<file path="src/hdl/nps_pkg.sv">
// Shared types and constants for the nearest point search block.
// No dependencies; used by every module under hdl/.
`default_nettype none

package nps_pkg;

    localparam int COORD_W = 20;
    localparam int AXIS_W  = 20;          // per-axis absolute difference
    localparam int DIST_W  = 22;
    localparam int IDX_W   = 10;          // reported index width
    localparam int SQ_W    = 2 * AXIS_W;

    localparam logic [COORD_W-1:0] RADIUS_RST = 20'd1024;

    typedef enum logic [1:0] {
        CMD_LOAD  = 2'd0,
        CMD_CLEAR = 2'd1,
        CMD_NEAR  = 2'd2,
        CMD_ALL   = 2'd3
    } t_cmd;

    localparam logic [1:0] STAT_OK   = 2'd0;
    localparam logic [1:0] STAT_FULL = 2'd1;
    localparam logic [1:0] STAT_NONE = 2'd2;

    typedef enum logic [2:0] {
        ST_IDLE,
        ST_SCAN,
        ST_DRAIN,
        ST_SQR,
        ST_CMP,
        ST_RESP,
        ST_TIE_RD,
        ST_TIE_WAIT
    } t_state;

    typedef struct packed {
        logic              valid;
        logic [DIST_W-1:0] mdist;
        logic [AXIS_W-1:0] dx;
        logic [AXIS_W-1:0] dy;
    } t_dist_res;

endpackage

`default_nettype wire

</file>
<file path="src/hdl/nps_tie_store.sv">
// Tie list: synchronous memory of point indices at the least distance.
// One write port, one read port with registered read data. Uses nps_pkg.
`default_nettype none

module nps_tie_store #(
    parameter int DEPTH = 64,
    parameter int AW    = 6
) (
    input  wire logic                       i_clk,
    input  wire logic                       i_we,
    input  wire logic [AW-1:0]              i_waddr,
    input  wire logic [nps_pkg::IDX_W-1:0]  i_wdata,
    input  wire logic                       i_re,
    input  wire logic [AW-1:0]              i_raddr,
    output logic      [nps_pkg::IDX_W-1:0]  o_rdata
);

    logic [nps_pkg::IDX_W-1:0] r_mem [DEPTH];

    always_ff @(posedge i_clk) begin
        if (i_we) begin
            r_mem[i_waddr] <= i_wdata;
        end
    end

    always_ff @(posedge i_clk) begin
        if (i_re) begin
            o_rdata <= r_mem[i_raddr];
        end
    end

endmodule

`default_nettype wire

</file>
<file path="config.mk">
export PLATFORM = sky130hd
export DESIGN_NAME = nps_tie_store
export DESIGN_NICKNAME = d
export VERILOG_FILES = /design/src/hdl/nps_pkg.sv /design/src/hdl/nps_tie_store.sv
export SDC_FILE = /design/constraint.sdc
export NUM_CORES = 1
export LEC_CHECK = 0
export ABC_AREA = 0
export BUFFER_PORTS_ARGS = -buffer_cell sky130_fd_sc_hd__buf_4
export CAP_MARGIN = 20
export CORE_UTILIZATION = 35
export CTS_BUF_LIST = sky130_fd_sc_hd__clkbuf_8
export DETAILED_ROUTE_END_ITERATION = 7
export MAX_ROUTING_LAYER = met4
export PLACE_DENSITY = 0.54
export SLEW_MARGIN = 20
export SYNTH_ARGS = -nofsm -noshare
export SYNTH_HDL_FRONTEND = slang
export SYNTH_SLANG_ARGS = --single-unit
</file>
<file path="constraint.sdc">
create_clock -name i_clk -period 3.3 [get_ports i_clk]
set_input_delay 0.66 -clock i_clk [delete_from_list [all_inputs] [get_ports i_clk]]
set_output_delay 0.66 -clock i_clk [all_outputs]
set_load 0.02 [all_outputs]
</file>
==> results.py <==
metrics = {
    "status": {
        "status": "finished, final reports clean",
    },
    "routing": {
        "routed-via-count": 12000,
        "avgViaCountPerCell": 5.16,
        "top_layer_used": "met4",
        "wl_met2_um": 28100,
        "drt_iter0_drc": 942,
        "drt-pass1-iter-count": 5,
        "wire_per_inst_um": 26.1,
        "wl_met1_um": 27700,
        "drc": 0,
        "ant_nets": 0,
        "wirelength_um": 60700,
        "wl_met3_um": 3300,
    },
    "synth": {
        "netlist_area_sq_mm": 0.0252,
        "synth_cell_type_count": 36,
        "netlist_top_cells_count": "edfxtp_1 (650), mux4_2 (160), nor2_1 (70), mux2i_1 (52), clkbuf_1 (25)",
        "synth_edf_count": 650,
        "synth_top_area_share_pct": 77.5,
        "ys.flop_type": "edfxtp_1",
        "synth_most_common_cell": "edfxtp_1",
        "yosysWarnings": 0,
        "yosysTopAreaCell": "edfxtp_1",
        "ys_ff_latch": 650,
        "ys_top_cells_by_area": "edfxtp_1 (77%), mux4_2 (14%), mux2i_1 (2.1%)",
        "syn_nets": 1143,
        "syn_avg_cell_area_sq_um": 22.5,
        "synth_seq_area_share_pct": 77.5,
        "synth-async-reset-ratio_pct": 0,
        "netlist_instances": 1118,
    },
    "timing": {
        "hold_viol_final": 0,
        "slew_headroom_pct": 41.8,
        "fin_skew_ns": 0.0362,
        "tightest_slew_ns": 0.873,
        "fin_setup_tns_ns": 0,
        "period_share_pct": 79.2,
        "whs_ns": 0.343,
        "fmax_mhz": 383,
        "grt_setup_unrepaired": "false",
        "setup_viol": 0,
        "maxSlewViolCount": 0,
        "period_minus_slack_ns": 2.61,
    },
    "final_layout": {
        "fin_util_pct": 40.8,
        "nets": 1326,
        "syn2layout_area_growth_pct": 15.7,
        "fin_area_sq_mm": 0.0291,
        "drive_gt1_share_pct": 32.3,
        "fillers": 6371,
    },
    "placement": {
        "hpwl_um": 36000,
        "gp_congestion": 0.802,
        "dpl_cell_area_sq_mm": 0.0273,
        "numPortBuffers": 34,
    },
    "pwr": {
        "worst_ir_drop_vdd_v": 0.000341,
        "cellLeakagePower_uw": 0.00935,
        "pwr_density_cell_mw_per_mm2": 566,
    },
    "global_route": {
        "grt_max_degree": 65,
        "overflow": 0,
        "grt_pass1_wl_um": 88500,
        "antenna_found_initial": 4,
        "grt_pass1_vias": 12600,
        "track_usage_pct": 17.3,
    },
    "floorplanning": {
        "initial_utilization_pct": 35.3,
        "ios": 35,
        "die_w_um": 270,
        "dieArea_sq_mm": 0.0731,
        "core-area_sq_mm": 0.0714,
        "num_rows": 98,
        "die_h_um": 270,
    },
    "clock_network": {
        "clk_path_buf_depth": 3,
        "ctsResizeCount": 0,
        "hold_buffers": 0,
        "cts-htree-levels": 3,
        "cts.sinks": 650,
        "post_cts_buffers": 0,
        "path_clk_slew_ns": 0.06,
        "cts-root-buf": "clkbuf_8",
        "clkLatencyLatePin_ns": 0.71,
        "cts_tree": "yes",
        "cts-buffers-inserted": 105,
    },
    "worst_setup_path": {
        "critPathLaunchType": "input pin",
        "regToRegStartpoint": "r_mem[38][3]$_DFFE_PP_",
        "reg2reg_depth": 5,
        "critPathCaptureType": "flip-flop",
        "crit_type": "in2reg",
        "worstPathArrival_ns": 3.16,
        "r2r_setup_slack_ns": 0.76,
        "r2r_end": "o_rdata[3]$_DFFE_PP_",
        "cp.required_ns": 3.85,
        "path_max_fanout": 23,
    },
    "flow_run": {
        "maxCapViolations": 0,
    },
    "hold_path": {
        "hp-start": "i_re",
        "hold_depth": 1,
        "holdCritPathClass": "in2reg",
        "min_to": "o_rdata[1]$_DFFE_PP_",
    },
}
layer usage:
layer | global-route usage (%) | vias to the layer above
met5 | - | -
met4 | 5.62 | 0
met3 | 4.06 | 103
met2 | 25.2 | 340
met1 | 23.9 | 6453
li1 | - | 5115
cell families after synthesis:
family / share of synthesized area [%]
flops: 77.5
mux: 17.0
simple gates: 2.17
compound gates: 2.07
buf+inv: 1.33
worst max-delay path by stage:
stage / start / end / slack, ns / cells past startpoint
2_1_floorplan: i_raddr[0] / o_rdata[2]$_DFFE_PP_ / 0.70 / 7
3_3_place_gp: i_raddr[1] / o_rdata[5]$_DFFE_PP_ / -0.002 / 8
3_5_place_dp: i_raddr[1] / o_rdata[5]$_DFFE_PP_ / -0.006 / 8
4_1_cts: i_raddr[1] / o_rdata[5]$_DFFE_PP_ / 0.73 / 8
5_1_grt: i_raddr[1] / o_rdata[5]$_DFFE_PP_ / 0.62 / 8
6_report: i_raddr[1] / o_rdata[5]$_DFFE_PP_ / 0.69 / 8
cells in the final DEF, fill, tap and decap left out, types with 2 or more instances in the layout:
| cell type | n |
|---|---|
| or3_1 | 2 |
| o31ai_1 | 3 |
| a22oi_1 | 9 |
| mux2i_1 | 52 |
| nand3b_1 | 4 |
| bufinv_16 | 4 |
| mux2_4 | 5 |
| nand3_1 | 7 |
| a22o_1 | 6 |
| diode_2 | 6 |
| nor2_1 | 70 |
| nor2b_1 | 12 |
| inv_1 | 30 |
| clkinv_2 | 9 |
| clkbuf_8 | 105 |
| clkinv_1 | 20 |
| inv_6 | 4 |
| o21ai_1 | 4 |
| nand2b_1 | 6 |
| mux4_2 | 160 |
| o22ai_1 | 15 |
| a2111oi_2 | 5 |
| buf_12 | 12 |
| clkinvlp_4 | 2 |
| buf_4 | 124 |
| nand2_1 | 8 |
| a211oi_1 | 9 |
| edfxtp_1 | 650 |
| and2_1 | 4 |
| a221oi_1 | 5 |
| mux2_2 | 7 |
| nor3_1 | 2 |
| clkinv_8 | 2 |
| o211ai_1 | 3 |
| nand4_1 | 2 |
report_power, final:
| part | internal, uW | switching [uW] |
|---|---|---|
| Clock | 3270 | 3110 |
| Sequential | 9160 | 24.1 |
| Combinational | 362 | 556 |
| Total | 12800 | 3690 |
per-stage QoR:
step	power, uW	std cells	worst slack (ns)
floorplan	9850	1118	0.701
global placement	10300	2144	-0.00184
detailed placement	10300	2144	-0.00631
CTS	16700	2320	0.731
global route	17100	2324	0.625
finish	16500	2326	0.686
worst max-delay path, stage by stage:
cell and delay, ns:
buf_6 0.27, buf_4 0.27, or3b_1 0.47, o22ai_1 0.25, a2111oi_2 0.09, buf_4 0.17, a221oi_1 0.69, a22o_1 0.28
sequential cells by signal, indices dropped and copies added (netlist names):
register,flops
r_mem,640
o_rdata,10
cell type report:
cell class / count / area (sq um) / share of cell area, %
clock buffer: 105 / 1450 / 4.96
timing repair buffer: 138 / 1200 / 4.11
antenna: 6 / 15.0 / 0.0515
multi-input combinational: 406 / 5350 / 18.3
clock inverter: 71 / 435 / 1.49
sequential: 650 / 19500 / 67.0
tap: 950 / 1190 / 4.08
(Power assumes the default switching activity.)
