### src/hdl/nps_pkg.sv
// Shared types and constants for the nearest point search block.
// No dependencies; used by every module under hdl/.
`default_nettype none

package nps_pkg;

    localparam int COORD_W = 20;
    localparam int AXIS_W  = 20;          // per-axis absolute difference
    localparam int DIST_W  = 22;
    localparam int IDX_W   = 10;          // reported index width
    localparam int SQ_W    = 2 * AXIS_W;

    localparam logic [COORD_W-1:0] RADIUS_RST = 20'd1024;

    typedef enum logic [1:0] {
        CMD_LOAD  = 2'd0,
        CMD_CLEAR = 2'd1,
        CMD_NEAR  = 2'd2,
        CMD_ALL   = 2'd3
    } t_cmd;

    localparam logic [1:0] STAT_OK   = 2'd0;
    localparam logic [1:0] STAT_FULL = 2'd1;
    localparam logic [1:0] STAT_NONE = 2'd2;

    typedef enum logic [2:0] {
        ST_IDLE,
        ST_SCAN,
        ST_DRAIN,
        ST_SQR,
        ST_CMP,
        ST_RESP,
        ST_TIE_RD,
        ST_TIE_WAIT
    } t_state;

    typedef struct packed {
        logic              valid;
        logic [DIST_W-1:0] mdist;
        logic [AXIS_W-1:0] dx;
        logic [AXIS_W-1:0] dy;
    } t_dist_res;

endpackage

`default_nettype wire

### src/hdl/nps_dist.sv
// Two-stage taxicab distance pipeline: per-axis |diff|, then the sum.
// Uses nps_pkg for widths and the result struct.
`default_nettype none

module nps_dist (
    input  wire logic                              i_clk,
    input  wire logic                              i_rst_n,
    input  wire logic                              i_valid,
    input  wire logic signed [nps_pkg::COORD_W-1:0] i_px,
    input  wire logic signed [nps_pkg::COORD_W-1:0] i_py,
    input  wire logic signed [nps_pkg::COORD_W-1:0] i_qx,
    input  wire logic signed [nps_pkg::COORD_W-1:0] i_qy,
    output logic                                   o_busy,
    output nps_pkg::t_dist_res                     o_res
);

    logic                          r_v1;
    logic [nps_pkg::AXIS_W-1:0]    r_dx1;
    logic [nps_pkg::AXIS_W-1:0]    r_dy1;
    logic                          r_v2;
    logic [nps_pkg::DIST_W-1:0]    r_sum2;
    logic [nps_pkg::AXIS_W-1:0]    r_dx2;
    logic [nps_pkg::AXIS_W-1:0]    r_dy2;
    logic [nps_pkg::AXIS_W:0]      dx_a;
    logic [nps_pkg::AXIS_W:0]      dx_b;
    logic [nps_pkg::AXIS_W:0]      dy_a;
    logic [nps_pkg::AXIS_W:0]      dy_b;
    logic [nps_pkg::AXIS_W-1:0]    n_dx1;
    logic [nps_pkg::AXIS_W-1:0]    n_dy1;

    // both orders in parallel, keep the non-negative one
    always_comb begin
        dx_a  = {i_px[nps_pkg::COORD_W-1], i_px} - {i_qx[nps_pkg::COORD_W-1], i_qx};
        dx_b  = {i_qx[nps_pkg::COORD_W-1], i_qx} - {i_px[nps_pkg::COORD_W-1], i_px};
        dy_a  = {i_py[nps_pkg::COORD_W-1], i_py} - {i_qy[nps_pkg::COORD_W-1], i_qy};
        dy_b  = {i_qy[nps_pkg::COORD_W-1], i_qy} - {i_py[nps_pkg::COORD_W-1], i_py};
        n_dx1 = dx_a[nps_pkg::AXIS_W] ? dx_b[nps_pkg::AXIS_W-1:0] : dx_a[nps_pkg::AXIS_W-1:0];
        n_dy1 = dy_a[nps_pkg::AXIS_W] ? dy_b[nps_pkg::AXIS_W-1:0] : dy_a[nps_pkg::AXIS_W-1:0];
    end

    always_ff @(posedge i_clk) begin
        if (!i_rst_n) begin
            r_v1 <= 1'b0;
            r_v2 <= 1'b0;
        end else begin
            r_v1 <= i_valid;
            r_v2 <= r_v1;
        end
    end

    always_ff @(posedge i_clk) begin
        r_dx1  <= n_dx1;
        r_dy1  <= n_dy1;
        r_sum2 <= nps_pkg::DIST_W'(r_dx1) + nps_pkg::DIST_W'(r_dy1);
        r_dx2  <= r_dx1;
        r_dy2  <= r_dy1;
    end

    assign o_res  = {r_v2, r_sum2, r_dx2, r_dy2};
    assign o_busy = r_v1 | r_v2;

endmodule

`default_nettype wire

### config.mk
export PLATFORM = sky130hd
export DESIGN_NAME = nps_dist
export DESIGN_NICKNAME = d
export VERILOG_FILES = /design/src/hdl/nps_pkg.sv /design/src/hdl/nps_dist.sv
export SDC_FILE = /design/constraint.sdc
export NUM_CORES = 1
export LEC_CHECK = 0
export BUFFER_PORTS_ARGS = -buffer_cell sky130_fd_sc_hd__clkbuf_2
export CAP_MARGIN = 20
export CORE_MARGIN = 2
export CORE_UTILIZATION = 33
export DETAILED_ROUTE_END_ITERATION = 10
export PLACE_DENSITY = 0.53
export SYNTH_ARGS = -nofsm -noshare
export SYNTH_HDL_FRONTEND = slang
export SYNTH_SLANG_ARGS = --single-unit
export TNS_END_PERCENT = 10
### constraint.sdc
create_clock -name i_clk -period 5.7 [get_ports i_clk]
set_input_delay 0.57 -clock i_clk [delete_from_list [all_inputs] [get_ports i_clk]]
set_output_delay 0.57 -clock i_clk [all_outputs]
set_load 0.03 [all_outputs]
==> results of run 1 <==
layer usage:
| layer | routed length (um) | track usage, % |
|---|---|---|
| met3 | 715 | 1.91 |
| met5 | 0 | 0 |
| met4 | 192 | 3.69 |
| met1 | 8680 | 21.0 |
| met2 | 8370 | 26.4 |
area by class of cell:
cell class	count	area [um2]	share of cell area, %
inverters	103	387	4.63
clock buffers	10	239	2.86
repair buffers	146	733	8.78
flip-flops and latches	103	2060	24.7
clock inverters	6	77.6	0.929
multi-input cells	595	4500	53.9
well taps	275	344	4.12
diodes	1	2.50	0.0300
cells in the mapped netlist, types with 11 or more instances:
cell type    n
o21ai_0     37
a21o_1      32
a211oi_1    15
dfxtp_1    103
xor2_1      17
ha_1        98
nand2_1     42
a21oi_1     78
o21bai_1    11
nor2_1      37
nand3_1     11
o21a_1      20
mux2i_1     14
inv_1      103
xnor2_1     31
nand2b_1    13
nor3_1      11
registers in the layout (all words and copies together) (netlist names):
signal  flops
r_sum2     21
r_dy1      20
r_v1        1
r_dx2      20
r_v2        1
r_dy2      20
r_dx1      20
per-stage QoR:
stage / util [%] / instance area (um2) / worst slack (ps) / hold WS (ps) / std cells
global placement: 38.1 / 8030 / 2100 / 339 / 1222
floorplan: - / 7090 / 2790 / 334 / 827
finish: 39.6 / 8350 / 2470 / 356 / 1239
CTS: 39.6 / 8350 / 2440 / 357 / 1238
detailed placement: 38.1 / 8030 / 2130 / 343 / 1222
global route: 39.6 / 8350 / 2180 / 368 / 1239
critical path: cells and delay by family:
family	cells	cell delay (ps)
and+or+nand+nor	1	190
buffers and inverters	3	500
adders and majority gates	2	590
muxes	1	240
xor gates and xnor gates	1	160
AOI/OAI and AO/OA	4	1220
worst paths after layout:
check | slack, ps | start | cells after the start | to
setup reg to reg | 3010 | r_dy1[0] | 10 | r_sum2[18]
hold reg to reg | 360 | r_dy1[18] | 0 | r_dy2[18]
hold / removal | 360 | r_dy1[18] | 0 | r_dy2[18]
setup / recovery | 2470 | i_py[0] | 12 | r_dy1[9]
logic make-up (layout without fill, tap and decap cells):
kind of cell | count (synthesis) | in the layout | share of synthesized area, %
compound gates | 269 | 269 | 25.6
xor+xnor | 48 | 48 | 5.93
fa+ha+maj | 103 | 103 | 18.7
buf+inv | 129 | 265 | 7.44
flops | 103 | 103 | 29.1
mux | 16 | 16 | 2.29
other cells | 1 | 2 | 0.0529
simple gates | 158 | 158 | 10.9
power groups by stage:
stage / sequential, mW / clock, mW / combinational [mW]
after global placement: 1.15 / 0 / 1.67
after floorplan: 1.41 / 0 / 0.935
after global routing: 1.15 / 0.683 / 1.84
final: 1.12 / 0.636 / 1.67
after detailed placement: 1.15 / 0 / 1.67
after CTS: 1.14 / 0.656 / 1.68
==> flow_summary_export.csv, run 1 <==
group,metric,value,unit
run_status,outcome,"finished clean",
placed_design,hpwl,15100,um
timing,period_share,56.7,%
floorplanning,start_util,33.6,%
clocking,cts.sinks,103,
yosys,synth_fp_nets,1013,
timing,tns,0,ps
grt,antenna_found_initial,1,
pwr,power.switching,1.46,mW
yosys,synth_edf_count,0,
setup_path,critPathSlowestCell,"a21oi_2",
timing,hold_violations,0,
setup_path,crit_path_cell_trace,"clkbuf_2 -> inv_1 -> ha_1 -> fa_1 -> nor2b_1 -> o211ai_2 -> a211oi_2 -> o31ai_1 -> a21oi_2 -> buf_4 -> mux2i_1 -> xnor2_1",
pwr,ir_worst_vdd,0.169,mV
detailed_routing,dr.first_iter.drc_count,267,
detailed_routing,routed_wl,18000,um
grt,grt_max_degree,33,
pwr,intPower,1.97,mW
pwr,clkPwrFrac,18.6,%
clocking,cts_root_buf,"clkbuf_16",
timing,slew_headroom,41.3,%
placed_design,finalWeightedCongestion,0.817,
pwr,power,3.43,mW
yosys,yosys_warnings,0,
clocking,clk_pin_slew_worst_paths,70,ps
pwr,p_leak,4.22,nW
timing,skew,5.52,ps
pwr,seq_power_share,32.8,%
detailed_routing,ant_nets,0,
floorplanning,die_x,151,um
yosys,synth_seq_cells,103,
setup_path,cp-end-kind,"flip-flop",
flow_run,drv_cap,0,
setup_path,crit_fanout,14,
pwr,cellPowerDensity,411,nW/um2
placed_design,port_buffers,145,
pwr,switching_share,42.6,%
timing,slew_viol_final,0,
grt,track_usage,15.5,%
cells_and_area,mostFrequentLayoutCell,"clkbuf_2",
floorplanning,num_rows,53,
setup_path,critical_path_class,"input pin to flip-flop",
detailed_routing,drc,0,
setup_path,cp_slowest_stage_delay,660,ps
yosys,ys_top_cells_by_area,"dfxtp_1, ha_1, a21oi_1",
cells_and_area,drive_gt1_share,18.6,%
setup_path,cp.arrival,3490,ps
timing,rsz0062_at_grt,"false",
yosys,synth_top_area_share,29.1,%
min_path,min_path_type,"flip-flop to flip-flop",
grt,grt_pass1_vias,5669,
floorplanning,pin_count,147,
yosys,synth_top_area_cell,"dfxtp_1",
cells_and_area,nets,1144,
clocking,cts_buffers,9,
clocking,cts_tree,"built",
timing,fin_crit,3230,ps
setup_path,worst_ep_required_time,5960,ps
yosys,synth.avg_cell_area,8.58,um2
floorplanning,core,21100,um2
yosys,netlist_area,7090,um2
detailed_routing,drt_pass1_iterations,8,
timing,fmax,310,MHz
timing,tightest_slew,881,ps
clocking,cts_setup_buffers,0,
yosys,synth-main-ff-cell,"dfxtp_1",
timing,finalSetupViolCount,0,
clocking,htreeDepth,3,
setup_path,worstSetupStartpointType,"input pin",
detailed_routing,viasPerCell,4.87,
clocking,clock_path_buffers,2,
yosys,synthArstFlopShare,0,%
grt,grt_pass1_wl,28000,um
yosys,syn_inst,827,
cells_and_area,area_growth,17.7,%
cells_and_area,mostFrequentLayoutCells,"clkbuf_2, inv_1, dfxtp_1",
clocking,insertion_delay,340,ps
floorplanning,die-area,22700,um2
grt,grt-ovfl-total,0,
pwr,combPwrFrac,48.7,%
yosys,ys_seq_area_share,29.1,%
yosys,synthDistinctLibCells,68,
floorplanning,die_y,151,um
clocking,postCtsHoldBufs,0,
detailed_routing,via_count,6038,
clocking,post_cts_resized,0,
cells_and_area,fillers,2205,
detailed_routing,wire_per_inst,14.5,um
(Power assumes the default switching activity.)
==> run 2: changes to the inputs <==
- clock period: 5.7 -> 3.15 ns (I/O delays scaled with it)
==> flow_summary_export.csv, run 2 (synthesis results as in run 1) <==
group,metric,value,unit
cells_and_area,mostFrequentLayoutCell,"clkbuf_2",
clocking,clk_pin_slew_worst_paths,70,ps
cells_and_area,regMostFlops,"r_sum2",
timing,fmax,360,MHz
cells_and_area,drive_gt1_share,19.7,%
detailed_routing,wire_per_inst,14.4,um
detailed_routing,dr.first_iter.drc_count,298,
grt,grt_pass1_vias,5654,
setup_path,critPathSlowestCell,"a2111oi_2",
floorplanning,die_x,151,um
timing,skew,10.5,ps
timing,fin_crit,2780,ps
floorplanning,pin_count,147,
clocking,cts_buffers,9,
cells_and_area,area_growth,19.2,%
detailed_routing,drc,0,
setup_path,critical_path_class,"input pin to flip-flop",
clocking,cts_root_buf,"clkbuf_16",
min_path,hold_path_depth,2,
grt,track_usage,15.6,%
timing,tns,0,ps
cells_and_area,final_util,40.1,%
timing,tightest_slew,545,ps
floorplanning,core,21100,um2
setup_path,cpMostUsedCell,"a31oi_4",
clocking,post_cts_resized,0,
grt,grt_pass1_wl,28300,um
detailed_routing,viasPerCell,4.82,
grt,antenna_found_initial,1,
detailed_routing,ant_nets,0,
flow_run,drv_cap,0,
setup_path,crit_fanout,13,
min_path,min_path_type,"input pin to flip-flop",
setup_path,crit_family,"compound AO/OA/AOI/OAI gates",
pwr,ir_worst_vdd,0.315,mV
timing,rsz0062_at_grt,"false",
min_path,min_to,"r_v1",
setup_path,r2r-start,"r_dy1[0]",
clocking,cts.sinks,103,
timing,period_share,88.1,%
timing,finalSetupViolCount,0,
setup_path,rrSetupSlack,480,ps
placed_design,finalWeightedCongestion,0.830,
setup_path,cp.arrival,3000,ps
timing,slew_viol_final,0,
detailed_routing,routed_wl,18000,um
pwr,p_leak,4.28,nW
clocking,postCtsHoldBufs,0,
setup_path,crit_path_cell_trace,"clkbuf_2 -> inv_1 -> ha_1 -> fa_1 -> nand2b_1 -> a2111oi_2 -> a2111oi_4 -> a31oi_4 -> a31oi_4 -> buf_4 -> a211oi_1 -> a31oi_1 -> xor2_1",
run_status,outcome,"finished clean",
pwr,cellPowerDensity,739,nW/um2
setup_path,r2r_cells,10,
clocking,htreeDepth,3,
cells_and_area,mostFrequentLayoutCells,"clkbuf_2, inv_1, dfxtp_1",
setup_path,worstSetupStartpointType,"input pin",
clocking,cts_tree,"built",
setup_path,reg2reg_to,"r_sum2[18]",
floorplanning,num_rows,53,
cells_and_area,largest_register_ffs,21,
cells_and_area,nets,1157,
grt,grt-ovfl-total,0,
floorplanning,die-area,22700,um2
setup_path,worst_ep_required_time,3370,ps
timing,slew_headroom,63.3,%
clocking,insertion_delay,350,ps
timing,hold_violations,0,
clocking,clock_path_buffers,2,
setup_path,cp_num_buf_inv,3,
floorplanning,die_y,151,um
min_path,hp-start,"i_valid",
placed_design,port_buffers,145,
setup_path,cp-end-kind,"flip-flop",
detailed_routing,via_count,6040,
grt,grt_max_degree,20,
floorplanning,start_util,33.6,%
detailed_routing,drt_pass1_iterations,5,
clocking,cts_setup_buffers,0,
placed_design,hpwl,15300,um
setup_path,cp_slowest_stage_delay,490,ps
run 2: changes by cell type in the layout (fill, tap and decap cells not counted), sizes merged:
cell	previous run	this run
buf	1	14
inv	105	107
clkbuf	155	154
clkinv	3	2
run 2: cell type report:
class,instances,area [um2]
fillers,2198,12600
multi-input cells,595,4500
flip-flops and latches,103,2060
repair buffers,159,843
inverters,103,387
well taps,275,344
clock buffers,9,225
clock inverters,7,85.1
diodes,1,2.50
run 2: worst max path at each step:
stage	depth (start not counted)	end	slack [ps]	startpoint
3_5_place_dp	11	r_dy1[3]	50	i_py[13]
5_1_grt	11	r_dy1[3]	190	i_py[15]
3_3_place_gp	11	r_dy1[3]	70	i_py[13]
4_1_cts	11	r_dy1[3]	410	i_py[13]
2_1_floorplan	12	r_dx1[11]	490	i_px[0]
6_report	13	r_dx1[4]	370	i_px[0]
run 2: report_power, final:
group	leakage, nW	switching [mW]	internal (mW)
sequential	0.869	0.238	1.78
combinational	3.26	1.91	1.15
clock	0.153	0.528	0.634
run 2: metal layers:
| metal | GRT usage [%] | vias to the layer above | routed length, um | part of all wire (%) |
|---|---|---|---|---|
| li1 | - | 3176 | - | - |
| met5 | 0 | - | 0 | 0 |
| met4 | 2.80 | 0 | 110 | 0.61 |
| met3 | 2.58 | 12 | 899 | 5.0 |
| met1 | 21.3 | 2706 | 8640 | 48 |
| met2 | 26.3 | 146 | 8370 | 46 |
run 2: through the flow:
step                      hold WS, ps  cells  power, mW  setup WS [ps]  cell area [um2]
after detailed placement          346   1235       5.14           46.4             8140
after global routing              171   1252       6.68            188             8450
after floorplan                   334    827       4.24            492             7090
final                             164   1252       6.24            374             8450
after CTS                         155   1251       6.32            409             8450
after global placement            345   1235       5.14           65.2             8140
==> run 3: changes to the inputs <==
- SETUP_SLACK_MARGIN: unset -> 0.5
==> flow_summary_export.csv, run 3 (synthesis results as in run 1) <==
group,metric,value,unit
run_status,outcome,"finished clean",
floorplanning,die_x,151,um
flow_run,drv_cap,0,
detailed_routing,dr.first_iter.drc_count,245,
pwr,p_leak,4.37,nW
clocking,clock_path_buffers,2,
pwr,ir_worst_vdd,0.327,mV
setup_path,crit_family,"compound AO/OA/AOI/OAI gates",
cells_and_area,mostFrequentLayoutCells,"clkbuf_2, inv_1, dfxtp_1",
floorplanning,num_rows,53,
setup_path,crit_path_cell_trace,"clkbuf_2 -> inv_1 -> ha_1 -> fa_1 -> nand2b_4 -> a2111oi_4 -> a2111oi_4 -> a31oi_4 -> a31oi_4 -> buf_12 -> a211oi_2 -> a31oi_1 -> xor2_1",
timing,hold_violations,0,
setup_path,worst_ep_required_time,3380,ps
setup_path,critical_path_class,"input pin to flip-flop",
detailed_routing,ant_nets,0,
detailed_routing,wire_per_inst,14.4,um
setup_path,cp-end-kind,"flip-flop",
grt,grt_pass1_vias,5826,
floorplanning,start_util,33.6,%
clocking,cts_root_buf,"clkbuf_16",
setup_path,cp_slowest_stage_delay,410,ps
timing,slew_headroom,64.4,%
timing,fin_ws,556,ps
detailed_routing,viasPerCell,4.83,
grt,antenna_found_initial,0,
timing,skew,8.67,ps
detailed_routing,routed_wl,18200,um
setup_path,cp.arrival,2820,ps
clocking,htreeDepth,3,
setup_path,worstSetupStartpointType,"input pin",
cells_and_area,mostFrequentLayoutCell,"clkbuf_2",
min_path,min_to,"r_v1",
cells_and_area,largest_register_ffs,21,
min_path,hp-start,"i_valid",
placed_design,hpwl,15400,um
cells_and_area,instances_no_fill,1265,
placed_design,port_buffers,145,
clocking,postCtsHoldBufs,0,
timing,finalSetupViolCount,0,
cells_and_area,drive_gt1_share,22.3,%
detailed_routing,drc,0,
cells_and_area,area_growth,22.3,%
timing,fin_crit,2590,ps
grt,grt_pass1_wl,28400,um
detailed_routing,drt_pass1_iterations,4,
timing,tns,0,ps
timing,period_share,82.3,%
clocking,cts_buffers,9,
floorplanning,pin_count,147,
cells_and_area,regMostFlops,"r_sum2",
grt,grt-ovfl-total,0,
floorplanning,die_y,151,um
clocking,cts.sinks,103,
setup_path,critPathSlowestCell,"a2111oi_4",
pwr,cellPowerDensity,729,nW/um2
min_path,hold_path_depth,2,
cells_and_area,fillers,2224,
setup_path,r2r_cells,10,
timing,fmax,386,MHz
setup_path,cp_num_buf_inv,3,
setup_path,rrSetupSlack,700,ps
grt,grt_max_degree,24,
setup_path,crit_fanout,8,
detailed_routing,via_count,6108,
clocking,insertion_delay,340,ps
placed_design,finalWeightedCongestion,0.816,
floorplanning,die-area,22700,um2
timing,slew_viol_final,0,
cells_and_area,nets,1171,
setup_path,r2r-start,"r_dy1[0]",
placed_design,placedCellCount,1239,
setup_path,reg2reg_to,"r_sum2[18]",
grt,track_usage,15.7,%
clocking,clk_pin_slew_worst_paths,70,ps
timing,rsz0062_at_grt,"true",
placed_design,dp_slack,78.1,ps
cells_and_area,antenna_cells,0,
min_path,min_path_type,"input pin to flip-flop",
cells_and_area,final_area,8680,um2
placed_design,placedInstanceArea,8200,um2
timing,tightest_slew,529,ps
floorplanning,core,21100,um2
clocking,cts_tree,"built",
-- run 3: cell count changes in the layout (fill, tap and decap cells not counted), sizes merged --
cell / before / now
clkbuf: 154 / 155
buf: 14 / 27
inv: 107 / 106
diode: 1 / 0
clkinv: 2 / 3
-- run 3: power by group --
part | leakage (nW) | internal [mW] | total, mW | switching (mW)
combinational | 3.35 | 1.21 | 3.14 | 1.93
sequential | 0.869 | 1.78 | 2.03 | 0.249
clock | 0.155 | 0.634 | 1.15 | 0.517
total | 4.37 | 3.63 | 6.32 | 2.70
-- run 3: metal layers --
layer	up-vias	wire, um	global-route usage, %
met5	-	0	0
met3	9	788	2.94
met1	2763	8800	21.3
met4	0	102	1.92
li1	3216	-	-
met2	120	8480	26.8
-- run 3: cell type report --
| class | count | area, um2 | share of cell area, % |
|---|---|---|---|
| clock buffers | 9 | 225 | 2.60 |
| inverters | 103 | 387 | 4.46 |
| multi-input cells | 595 | 4590 | 52.9 |
| well taps | 275 | 344 | 3.97 |
| flip-flops and latches | 103 | 2060 | 23.8 |
| repair buffers | 173 | 982 | 11.3 |
| clock inverters | 7 | 88.8 | 1.02 |
-- run 3: through the flow --
step | total power, mW | hold slack (ps) | util (%)
after floorplan | 4.24 | 334 | -
after global placement | 5.15 | 343 | 38.9
after detailed placement | 5.16 | 343 | 38.9
after CTS | 6.33 | 167 | 40.4
after global routing | 6.81 | 179 | 41.1
final | 6.32 | 176 | 41.1
-- run 3: repair_timing --
action | CTS | global route
endpoints found under the setup margin | 4 | 20
pin swaps | 1 | 8
cloned | 0 | 1
endpoints found under the hold margin | 0 | 0
setup buffers | 1 | 8
resized for setup | 0 | 18
-- run 3: how the worst max path moves through the flow --
stage / startpoint / to / cells past startpoint
after detailed placement: i_px[0] / r_dx1[4] / 13
after floorplan: i_px[0] / r_dx1[11] / 12
after global routing: i_px[0] / r_dx1[2] / 13
after CTS: r_dy1[0] / r_sum2[18] / 10
final: i_px[0] / r_dx1[4] / 13
after global placement: i_px[0] / r_dx1[7] / 13
